### src/mib_pkg.sv
// ----------------------------------------------------------------------------
// mib_pkg
// Shared types and constants for the modular inverse / binomial block.
// ----------------------------------------------------------------------------
package mib_pkg;

  localparam int VAL_W = 31;   // operand, modulus and result width
  localparam int R_W   = 12;   // choose count width
  localparam int U_W   = 32;   // signed Euclid coefficient width
  localparam int CNT_W = 5;    // bit counter for the serial units

  localparam logic [VAL_W-1:0] MODULUS_RESET = 31'd1000000007;

  typedef enum logic [3:0] {
    S_IDLE,
    S_DISPATCH,
    S_EU_CHECK,
    S_EU_WAIT,
    S_RED,
    S_RED_WAIT,
    S_MUL_A,
    S_MUL_A_WAIT,
    S_INV_INIT,
    S_MUL_B_WAIT,
    S_LOOP,
    S_DONE
  } state_t;

  typedef enum logic [3:0] {
    CMD_NONE,
    CMD_LOAD,
    CMD_INV_INIT_OP,
    CMD_INV_INIT_I,
    CMD_DIV_EU,
    CMD_EU_UPDATE,
    CMD_RED_START,
    CMD_MUL_RED,
    CMD_MUL_INV,
    CMD_BIN_INIT,
    CMD_NEXT_I,
    CMD_RES_INV,
    CMD_RES_ZERO,
    CMD_RES_ONE,
    CMD_RES_ACC
  } cmd_t;

  typedef struct packed {
    logic mode;
    logic m_small;
    logic r_zero;
    logic r_bad;
    logic b_zero;
    logic i_done;
    logic div_done;
    logic mul_done;
  } status_t;

endpackage

### src/mib_div.sv
// ----------------------------------------------------------------------------
// mib_div
// Restoring divider, one quotient bit per cycle. Alongside the quotient it
// accumulates quotient * mult (mod 2^32) for the Euclid coefficient update.
// ----------------------------------------------------------------------------
module mib_div (
  input  logic                           clk,
  input  logic                           rst,
  input  logic                           start,
  input  logic [mib_pkg::VAL_W-1:0]      dividend,
  input  logic [mib_pkg::VAL_W-1:0]      divisor,
  input  logic [mib_pkg::U_W-1:0]        mult,
  output logic                           done,
  output logic [mib_pkg::VAL_W-1:0]      rem,
  output logic [mib_pkg::U_W-1:0]        prod
);

  logic                         busy;
  logic [mib_pkg::CNT_W-1:0]    cnt;
  logic [mib_pkg::VAL_W-1:0]    dvd;
  logic [mib_pkg::VAL_W-1:0]    dsr;
  logic [mib_pkg::U_W-1:0]      mult_q;
  logic [mib_pkg::VAL_W:0]      rsh;
  logic [mib_pkg::VAL_W:0]      diff;
  logic                         ge;

  // trial subtract of the shifted partial remainder
  always_comb begin
    rsh  = {rem, dvd[mib_pkg::VAL_W-1]};
    diff = rsh - {1'b0, dsr};
    ge   = (rsh >= {1'b0, dsr});
  end

  // control
  always_ff @(posedge clk) begin
    if (rst) begin
      busy <= 1'b0;
      done <= 1'b0;
      cnt  <= '0;
    end else begin
      done <= 1'b0;
      if (start) begin
        busy <= 1'b1;
        cnt  <= '0;
      end else if (busy) begin
        cnt <= cnt + 1'b1;
        if (cnt == mib_pkg::CNT_W'(mib_pkg::VAL_W - 1)) begin
          busy <= 1'b0;
          done <= 1'b1;
        end
      end
    end
  end

  // datapath
  always_ff @(posedge clk) begin
    if (start) begin
      dvd    <= dividend;
      dsr    <= divisor;
      mult_q <= mult;
      rem    <= '0;
      prod   <= '0;
    end else if (busy) begin
      rem  <= ge ? diff[mib_pkg::VAL_W-1:0] : rsh[mib_pkg::VAL_W-1:0];
      dvd  <= {dvd[mib_pkg::VAL_W-2:0], 1'b0};
      prod <= {prod[mib_pkg::U_W-2:0], 1'b0} + (ge ? mult_q : '0);
    end
  end

endmodule

### src/mib_dp.sv
// ----------------------------------------------------------------------------
// mib_dp
// Datapath: modulus register, item registers, Euclid state, modular
// multiplier (bit serial, doubling then adding per bit) and the result register.
// ----------------------------------------------------------------------------
module mib_dp #(
  parameter int MAX_CHOOSE = 4095
) (
  input  logic                        clk,
  input  logic                        rst,
  input  mib_pkg::cmd_t               cmd,
  input  logic                        modulus_we,
  input  logic [mib_pkg::VAL_W-1:0]   modulus_data,
  input  logic                        mode,
  input  logic [mib_pkg::VAL_W-1:0]   operand,
  input  logic [mib_pkg::R_W-1:0]     choose_count,
  output mib_pkg::status_t            status,
  output logic [mib_pkg::VAL_W-1:0]   res
);

  localparam int MC_W = 16;

  logic [mib_pkg::VAL_W-1:0] m;
  logic                      mode_q;
  logic [mib_pkg::VAL_W-1:0] n_q;
  logic [mib_pkg::R_W-1:0]   r_q;
  logic [mib_pkg::R_W-1:0]   i;
  logic [mib_pkg::VAL_W-1:0] acc;
  logic [mib_pkg::VAL_W-1:0] a;
  logic [mib_pkg::VAL_W-1:0] b;
  logic [mib_pkg::U_W-1:0]   u;
  logic [mib_pkg::U_W-1:0]   v;
  logic [mib_pkg::VAL_W-1:0] u_norm;

  logic                      div_start;
  logic [mib_pkg::VAL_W-1:0] div_dvd;
  logic [mib_pkg::VAL_W-1:0] div_dsr;
  logic [mib_pkg::U_W-1:0]   div_mult;
  logic                      div_done;
  logic [mib_pkg::VAL_W-1:0] div_rem;
  logic [mib_pkg::U_W-1:0]   div_prod;

  logic                      mul_busy;
  logic                      mul_done;
  logic                      mul_phase;
  logic [mib_pkg::CNT_W-1:0] mul_cnt;
  logic [mib_pkg::VAL_W-1:0] mp;
  logic [mib_pkg::VAL_W-1:0] mx;
  logic [mib_pkg::VAL_W:0]   mp_sum;
  logic [mib_pkg::VAL_W:0]   mp_red;
  logic [mib_pkg::U_W-1:0]   m_ext;

  // Euclid coefficient folded into 0..m-1
  always_comb begin
    m_ext = {1'b0, m};
    if (u == m_ext || u == -m_ext) begin
      u_norm = '0;
    end else if (u[mib_pkg::U_W-1]) begin
      u_norm = mib_pkg::VAL_W'(u + m_ext);
    end else begin
      u_norm = u[mib_pkg::VAL_W-1:0];
    end
  end

  // divider operand select
  always_comb begin
    div_start = 1'b0;
    div_dvd   = a;
    div_dsr   = b;
    div_mult  = v;
    unique case (cmd)
      mib_pkg::CMD_DIV_EU: begin
        div_start = 1'b1;
      end
      mib_pkg::CMD_RED_START: begin
        div_start = 1'b1;
        div_dvd   = n_q - {{(mib_pkg::VAL_W - mib_pkg::R_W){1'b0}}, i};
        div_dsr   = m;
        div_mult  = '0;
      end
      default: begin
      end
    endcase
  end

  mib_div u_div (
    .clk      (clk),
    .rst      (rst),
    .start    (div_start),
    .dividend (div_dvd),
    .divisor  (div_dsr),
    .mult     (div_mult),
    .done     (div_done),
    .rem      (div_rem),
    .prod     (div_prod)
  );

  // modulus register
  always_ff @(posedge clk) begin
    if (rst) begin
      m <= mib_pkg::MODULUS_RESET;
    end else if (modulus_we) begin
      m <= modulus_data;
    end
  end

  // item, Euclid and result registers
  always_ff @(posedge clk) begin
    unique case (cmd)
      mib_pkg::CMD_LOAD: begin
        mode_q <= mode;
        n_q    <= operand;
        r_q    <= choose_count;
      end
      mib_pkg::CMD_INV_INIT_OP: begin
        a <= n_q;
        b <= m;
        u <= mib_pkg::U_W'(1);
        v <= '0;
      end
      mib_pkg::CMD_INV_INIT_I: begin
        a <= mib_pkg::VAL_W'(i) + 1'b1;
        b <= m;
        u <= mib_pkg::U_W'(1);
        v <= '0;
      end
      mib_pkg::CMD_EU_UPDATE: begin
        a <= b;
        b <= div_rem;
        u <= v;
        v <= u - div_prod;
      end
      mib_pkg::CMD_BIN_INIT: begin
        i   <= '0;
        acc <= mib_pkg::VAL_W'(1);
      end
      mib_pkg::CMD_NEXT_I: begin
        i <= i + 1'b1;
      end
      mib_pkg::CMD_RES_INV:  res <= u_norm;
      mib_pkg::CMD_RES_ZERO: res <= '0;
      mib_pkg::CMD_RES_ONE:  res <= mib_pkg::VAL_W'(1);
      mib_pkg::CMD_RES_ACC:  res <= acc;
      default: begin
      end
    endcase
    if (mul_done) begin
      acc <= mp;
    end
  end

  // modular multiply step: double on phase 0, add on phase 1
  always_comb begin
    if (!mul_phase) begin
      mp_sum = {mp, 1'b0};
    end else begin
      mp_sum = {1'b0, mp} + (mx[mib_pkg::VAL_W-1] ? {1'b0, acc} : '0);
    end
    mp_red = (mp_sum >= {1'b0, m}) ? mp_sum - {1'b0, m} : mp_sum;
  end

  always_ff @(posedge clk) begin
    if (rst) begin
      mul_busy  <= 1'b0;
      mul_done  <= 1'b0;
      mul_phase <= 1'b0;
      mul_cnt   <= '0;
    end else begin
      mul_done <= 1'b0;
      if (cmd == mib_pkg::CMD_MUL_RED || cmd == mib_pkg::CMD_MUL_INV) begin
        mul_busy  <= 1'b1;
        mul_phase <= 1'b0;
        mul_cnt   <= '0;
      end else if (mul_busy) begin
        mul_phase <= ~mul_phase;
        if (mul_phase) begin
          mul_cnt <= mul_cnt + 1'b1;
          if (mul_cnt == mib_pkg::CNT_W'(mib_pkg::VAL_W - 1)) begin
            mul_busy <= 1'b0;
            mul_done <= 1'b1;
          end
        end
      end
    end
  end

  always_ff @(posedge clk) begin
    if (cmd == mib_pkg::CMD_MUL_RED || cmd == mib_pkg::CMD_MUL_INV) begin
      mp <= '0;
      mx <= (cmd == mib_pkg::CMD_MUL_RED) ? div_rem : u_norm;
    end else if (mul_busy) begin
      mp <= mp_red[mib_pkg::VAL_W-1:0];
      if (mul_phase) begin
        mx <= {mx[mib_pkg::VAL_W-2:0], 1'b0};
      end
    end
  end

  // status to the controller
  always_comb begin
    status.mode     = mode_q;
    status.m_small  = (m < mib_pkg::VAL_W'(2));
    status.r_zero   = (r_q == '0);
    status.r_bad    = ({{(mib_pkg::VAL_W - mib_pkg::R_W){1'b0}}, r_q} > n_q) ||
                      (MC_W'(r_q) > MC_W'(MAX_CHOOSE));
    status.b_zero   = (b == '0);
    status.i_done   = (i == r_q);
    status.div_done = div_done;
    status.mul_done = mul_done;
  end

endmodule

### src/mib_ctrl.sv
// ----------------------------------------------------------------------------
// mib_ctrl
// Sequencer: steps the datapath through the Euclid loop, the reductions and
// the modular products of one request.
// ----------------------------------------------------------------------------
module mib_ctrl (
  input  logic              clk,
  input  logic              rst,
  input  logic              in_valid,
  input  logic              out_free,
  input  mib_pkg::status_t  status,
  output logic              in_ready,
  output logic              out_load,
  output mib_pkg::cmd_t     cmd
);

  mib_pkg::state_t state;
  mib_pkg::state_t state_next;

  // state register
  always_ff @(posedge clk) begin
    if (rst) begin
      state <= mib_pkg::S_IDLE;
    end else begin
      state <= state_next;
    end
  end

  // next state and commands
  always_comb begin
    state_next = state;
    cmd        = mib_pkg::CMD_NONE;
    in_ready   = 1'b0;
    out_load   = 1'b0;
    unique case (state)
      mib_pkg::S_IDLE: begin
        in_ready = 1'b1;
        if (in_valid) begin
          cmd        = mib_pkg::CMD_LOAD;
          state_next = mib_pkg::S_DISPATCH;
        end
      end
      mib_pkg::S_DISPATCH: begin
        priority if (status.m_small) begin
          cmd        = mib_pkg::CMD_RES_ZERO;
          state_next = mib_pkg::S_DONE;
        end else if (!status.mode) begin
          cmd        = mib_pkg::CMD_INV_INIT_OP;
          state_next = mib_pkg::S_EU_CHECK;
        end else if (status.r_zero) begin
          cmd        = mib_pkg::CMD_RES_ONE;
          state_next = mib_pkg::S_DONE;
        end else if (status.r_bad) begin
          cmd        = mib_pkg::CMD_RES_ZERO;
          state_next = mib_pkg::S_DONE;
        end else begin
          cmd        = mib_pkg::CMD_BIN_INIT;
          state_next = mib_pkg::S_RED;
        end
      end
      mib_pkg::S_EU_CHECK: begin
        priority if (!status.b_zero) begin
          cmd        = mib_pkg::CMD_DIV_EU;
          state_next = mib_pkg::S_EU_WAIT;
        end else if (!status.mode) begin
          cmd        = mib_pkg::CMD_RES_INV;
          state_next = mib_pkg::S_DONE;
        end else begin
          cmd        = mib_pkg::CMD_MUL_INV;
          state_next = mib_pkg::S_MUL_B_WAIT;
        end
      end
      mib_pkg::S_EU_WAIT: begin
        if (status.div_done) begin
          cmd        = mib_pkg::CMD_EU_UPDATE;
          state_next = mib_pkg::S_EU_CHECK;
        end
      end
      mib_pkg::S_RED: begin
        cmd        = mib_pkg::CMD_RED_START;
        state_next = mib_pkg::S_RED_WAIT;
      end
      mib_pkg::S_RED_WAIT: begin
        if (status.div_done) begin
          state_next = mib_pkg::S_MUL_A;
        end
      end
      mib_pkg::S_MUL_A: begin
        cmd        = mib_pkg::CMD_MUL_RED;
        state_next = mib_pkg::S_MUL_A_WAIT;
      end
      mib_pkg::S_MUL_A_WAIT: begin
        if (status.mul_done) begin
          state_next = mib_pkg::S_INV_INIT;
        end
      end
      mib_pkg::S_INV_INIT: begin
        cmd        = mib_pkg::CMD_INV_INIT_I;
        state_next = mib_pkg::S_EU_CHECK;
      end
      mib_pkg::S_MUL_B_WAIT: begin
        if (status.mul_done) begin
          cmd        = mib_pkg::CMD_NEXT_I;
          state_next = mib_pkg::S_LOOP;
        end
      end
      mib_pkg::S_LOOP: begin
        if (status.i_done) begin
          cmd        = mib_pkg::CMD_RES_ACC;
          state_next = mib_pkg::S_DONE;
        end else begin
          state_next = mib_pkg::S_RED;
        end
      end
      mib_pkg::S_DONE: begin
        if (out_free) begin
          out_load   = 1'b1;
          state_next = mib_pkg::S_IDLE;
        end
      end
      default: begin
        state_next = mib_pkg::S_IDLE;
      end
    endcase
  end

endmodule

### src/modular_inverse_and_binomial.sv
// ----------------------------------------------------------------------------
// modular_inverse_and_binomial
// Modular inverse (extended Euclid) or C(n, r) mod a configured modulus.
// ----------------------------------------------------------------------------
//  channel   | handshake            | payload
//  ----------+----------------------+----------------------------------
//  in        | in_valid / in_ready  | mode, operand, choose_count
//  out       | out_valid / out_ready| result
//  config    | modulus_we           | modulus_data
//
//  One request at a time. A Euclid step is a 31-bit serial divide plus an
//  update. Binomial: r rounds, each reducing n - i mod m, multiplying it in,
//  inverting i + 1 and multiplying by the inverse, using the serial divider
//  and the bit-serial modular multiplier. Synchronous reset restores
//  modulus 1000000007. A new request is taken while a result waits on out.
// ----------------------------------------------------------------------------
module modular_inverse_and_binomial #(
  parameter int MAX_CHOOSE = 4095
) (
  input  logic                        clk,
  input  logic                        rst,
  input  logic                        in_valid,
  output logic                        in_ready,
  input  logic                        mode,
  input  logic [mib_pkg::VAL_W-1:0]   operand,
  input  logic [mib_pkg::R_W-1:0]     choose_count,
  output logic                        out_valid,
  input  logic                        out_ready,
  output logic [mib_pkg::VAL_W-1:0]   result,
  input  logic                        modulus_we,
  input  logic [mib_pkg::VAL_W-1:0]   modulus_data
);

  mib_pkg::cmd_t             cmd;
  mib_pkg::status_t          status;
  logic                      out_load;
  logic                      out_free;
  logic [mib_pkg::VAL_W-1:0] res;

  assign out_free = !out_valid || out_ready;

  mib_ctrl u_ctrl (
    .clk      (clk),
    .rst      (rst),
    .in_valid (in_valid),
    .out_free (out_free),
    .status   (status),
    .in_ready (in_ready),
    .out_load (out_load),
    .cmd      (cmd)
  );

  mib_dp #(
    .MAX_CHOOSE (MAX_CHOOSE)
  ) u_dp (
    .clk          (clk),
    .rst          (rst),
    .cmd          (cmd),
    .modulus_we   (modulus_we),
    .modulus_data (modulus_data),
    .mode         (mode),
    .operand      (operand),
    .choose_count (choose_count),
    .status       (status),
    .res          (res)
  );

  // output register
  always_ff @(posedge clk) begin
    if (rst) begin
      out_valid <= 1'b0;
    end else if (out_load) begin
      out_valid <= 1'b1;
    end else if (out_ready) begin
      out_valid <= 1'b0;
    end
  end

  always_ff @(posedge clk) begin
    if (out_load) begin
      result <= res;
    end
  end

endmodule

### config.mk
export PLATFORM = sky130hd
export DESIGN_NAME = modular_inverse_and_binomial
export DESIGN_NICKNAME = d
export VERILOG_FILES = /design/src/mib_pkg.sv /design/src/mib_div.sv /design/src/mib_dp.sv /design/src/mib_ctrl.sv /design/src/modular_inverse_and_binomial.sv
export SDC_FILE = /design/constraint.sdc
export NUM_CORES = 1
export LEC_CHECK = 0
export BUFFER_PORTS_ARGS = -buffer_cell sky130_fd_sc_hd__buf_2
export CORE_AREA = 5 5 285 287
export CTS_BUF_LIST = sky130_fd_sc_hd__clkbuf_8 sky130_fd_sc_hd__clkbuf_16
export DETAILED_ROUTE_END_ITERATION = 7
export DIE_AREA = 0 0 290 292
export HOLD_SLACK_MARGIN = 0.03
export SLEW_MARGIN = 15
export SYNTH_ARGS = -nofsm -noshare
export SYNTH_HDL_FRONTEND = slang
export SYNTH_SLANG_ARGS = --single-unit
export TNS_END_PERCENT = 20
### constraint.sdc
create_clock -name clk -period 10.5 [get_ports clk]
set_clock_uncertainty 0.05 [all_clocks]
set_input_delay 2.1 -clock clk [delete_from_list [all_inputs] [get_ports clk]]
set_output_delay 2.1 -clock clk [all_outputs]
set_load 0.02 [all_outputs]
==> impl_metrics.ini <==
[cts]
cts_buffers = 67
clock_sinks = 545
cts_tree = built
htree_levels = 3
cts_setup_buffers = 0
postCtsHoldBufs = 0
path_clk_slew_ns = 0.06
cts_resized = 0
worstSkewPairLatency_ns = 0.62
clockBufferDepth = 3
cts-root-buf = clkbuf_16

[worst_setup_path]
r2r_start = u_dp.mx[30]
path_delay_family = compound AO/OA/AOI/OAI gates
worst-path-buf-inv = 2
end_kind = register
cp.arrival_ns = 7.50
critical_path_class = reg -> reg
critPathMaxFanout = 31
critPathRequiredTime_ns = 10.92
startpoint = u_dp.mx[30]
critPathLaunchType = register
cp_cell_sequence = buf_4 -> and2_1 -> ha_1 -> fa_1 -> a211oi_1 -> o2111ai_1 -> a31o_2 -> o31a_1 -> a211oi_1 -> xnor2_1 -> mux2_2 -> ha_1 -> a21o_1 -> a21oi_1 -> o32ai_1 -> a211o_1 -> o2111ai_1 -> o311a_2 -> buf_4 -> mux2_2 -> mux2i_1 -> nor2_1
crit_path_max_incr_delay_ns = 0.69
critPathSlowestCell = a211oi_1

[synthesis]
syn_avg_cell_area_um2 = 9.34
synth_area_leaders = edfxtp_1, dfxtp_1, ha_1
synth_warnings = 0
synth_edf_count = 400
async_flop_share_pct = 0
synth_area_um2 = 34900
synthDistinctLibCells = 93
synth_area_leader_cell = edfxtp_1
yosysSeqAreaShare_pct = 42.7
synthCells = 3739
syn-num-nets = 4040
synth_top_area_share_pct = 34.4
synth_flop_cell = edfxtp_1
synth-seq-cells = 545

[power_and_ir_drop]
p_comb_share_pct = 51.9
leakage_nw = 15.2
power_switching_share_pct = 45.1
intPower_mw = 7.13
p_total_mw = 13.0
p_switching_mw = 5.85
pwr-share-clk_pct = 17.2
seqPwrFrac_pct = 30.9
vdd_drop_max_mv = 0.203
power_density_nw_per_um2 = 337

[placed_design]
gp_congestion = 0.927
hpwl_um = 80700
port_buffers = 112
preCtsSetupSlack_ns = 3.54

[timing]
maxSlewHeadroom_pct = 10.0
whs_ns = 0.368
slew_viol_final = 0
fin_tns_setup_ns = 0
timing.fmax_mhz = 141
setup_viol = 0
fin_ws_ns = 3.42
hold_viol = 0
rsz0062_at_grt = false
period_share_pct = 67.5
worst_slew_pin_slew_ns = 1.34
min_period_ns = 7.08

[floorplanning]
core_area_um2 = 78400
die_area_um2 = 84700
die_w_um = 290
row_count = 103
die_h_um = 292
initial_core_util_pct = 44.6
io_pins = 113

[global_routing]
grt_pass1_wl_um = 166000
antenna_found_initial = 0
overflow = 0
grt_start_max_net_pins = 92
grt.total_usage_pct = 24.9
grt_pass1_vias = 27307

[finish]
drive_above_1_share_pct = 8.29
final_cell_mix = edfxtp_1, nand2_1, nor2_1, o21ai_0, a21oi_1
final_common_cell = edfxtp_1
final_nets = 4083
diodes = 0
areaGrowthSynthToFinish_pct = 10.4

[hold_path]
hp-class = reg -> reg
min_from = u_dp.res[4]

[job]
max-cap-violations = 0

[drt]
post-route-drc-count = 0
dr.first_iter.drc_count = 2647
avgRoutedWirePerCell_um = 22.4
drt_pass1_iterations = 5
drtAntennaViolNets = 0
vias_per_cell = 5.93
routed_wl_um = 110000
vias = 28968

[status]
status = finished, final reports clean
## flip-flops by register name, summed over array words and instances, names as in the netlist, 4 cells and up
register           flops
u_dp.u_div.dvd        31
u_dp.u_div.cnt         5
u_dp.u_div.mult_q     32
u_dp.u_div.prod       32
u_dp.u                32
u_dp.u_div.dsr        31
result                31
u_dp.b                31
u_dp.a                31
u_dp.m                31
u_dp.i                12
u_dp.mx               31
u_dp.acc              31
u_dp.res              31
u_dp.r_q              12
u_dp.mul_cnt           5
u_dp.v                32
u_ctrl.state           4
u_dp.n_q              31
u_dp.u_div.rem        31
u_dp.mp               31
## metrics by stage
stage / cells / instance area [µm²] / utilization [%]
floorplan: 3739 / 34900 / -
global placement: 4763 / 36400 / 46.5
detailed placement: 4763 / 36400 / 46.5
CTS: 4887 / 38500 / 49.2
global route: 4887 / 38500 / 49.2
finish: 4887 / 38500 / 49.2
## Yosys cell counts (26+ instances only)
cell,instances
edfxtp_1,400
nand2_1,361
nor2_1,307
o21ai_0,274
a21oi_1,219
ha_1,214
inv_1,182
and2_1,173
dfxtp_1,145
xnor2_1,141
clkbuf_1,127
nand3_1,84
xor2_1,84
a21o_1,76
mux2i_1,76
a211oi_1,72
nor3_1,70
nand4_1,51
a22oi_1,37
nand2b_1,37
nor2b_1,36
nor4_1,36
o211ai_1,34
a31oi_1,33
o22ai_1,28
and3_1,27
o21a_1,26
## power by group through the flow
stage               clock network [mW]  registers [mW]  logic, mW
finish                            2.24            4.01       6.74
global route                      2.36            4.07       7.45
CTS                               2.28            4.00       6.67
detailed placement                   0            4.04       6.63
global placement                     0            4.04       6.59
floorplan                            0            3.74       5.01
## final cells by class
cell class                 count  area, µm²
multi-input combinational   2840      18700
clock buffer                  72       1780
tap                         1050       1310
fill                        7516      39800
timing repair buffer         145        808
sequential                   545      14900
inverter                     183        689
clock inverter                52        330
## worst register-to-register path: stages (launching register included)
cell and delay (ns):
edfxtp_1 0.35, buf_4 0.23, and2_1 0.24, ha_1 0.21, fa_1 0.43, a211oi_1 0.33
o2111ai_1 0.18, a31o_2 0.28, o31a_1 0.34, a211oi_1 0.69, xnor2_1 0.14, mux2_2 0.33
ha_1 0.36, a21o_1 0.22, a21oi_1 0.27, o32ai_1 0.15, a211o_1 0.35, o2111ai_1 0.23
o311a_2 0.63, buf_4 0.38, mux2_2 0.37, mux2i_1 0.14, nor2_1 0.05
## path summary, 6_finish.rpt
kind,end,slack [ns],cells after the start
worst max-delay path,u_dp.mp[1],3.42,22
worst min-delay path,result[4],0.37,0
worst max register to register,u_dp.mp[1],3.42,22
worst min register to register,result[4],0.37,0
## cells by family (layout without fill, tap and decap cells)
| kind of cell | after synthesis | after routing | share of synthesized area [%] |
|---|---|---|---|
| AND/OR/NAND/NOR | 1284 | 1284 | 18.2 |
| XOR/XNOR | 225 | 225 | 5.65 |
| flip-flops | 545 | 545 | 42.7 |
| AO/OA/AOI/OAI | 1009 | 1009 | 18.5 |
| buffers and inverters | 354 | 452 | 3.92 |
| multiplexers | 101 | 101 | 2.99 |
| adder cells (fa/ha/maj) | 221 | 221 | 8.07 |
## routing by layer
layer / routed length [µm] / vias to the layer above / part of all wire (%) / global-route usage [%]
met3: 6230 / 196 / 5.7 / 3.29
li1: - / 13839 / - / -
met1: 49400 / 14030 / 45 / 34.5
met2: 49800 / 903 / 45 / 40.4
met5: 0 / - / 0 / 0
met4: 4130 / 0 / 3.8 / 8.67
No activity file was read; power rests on OpenSTA's default activity.
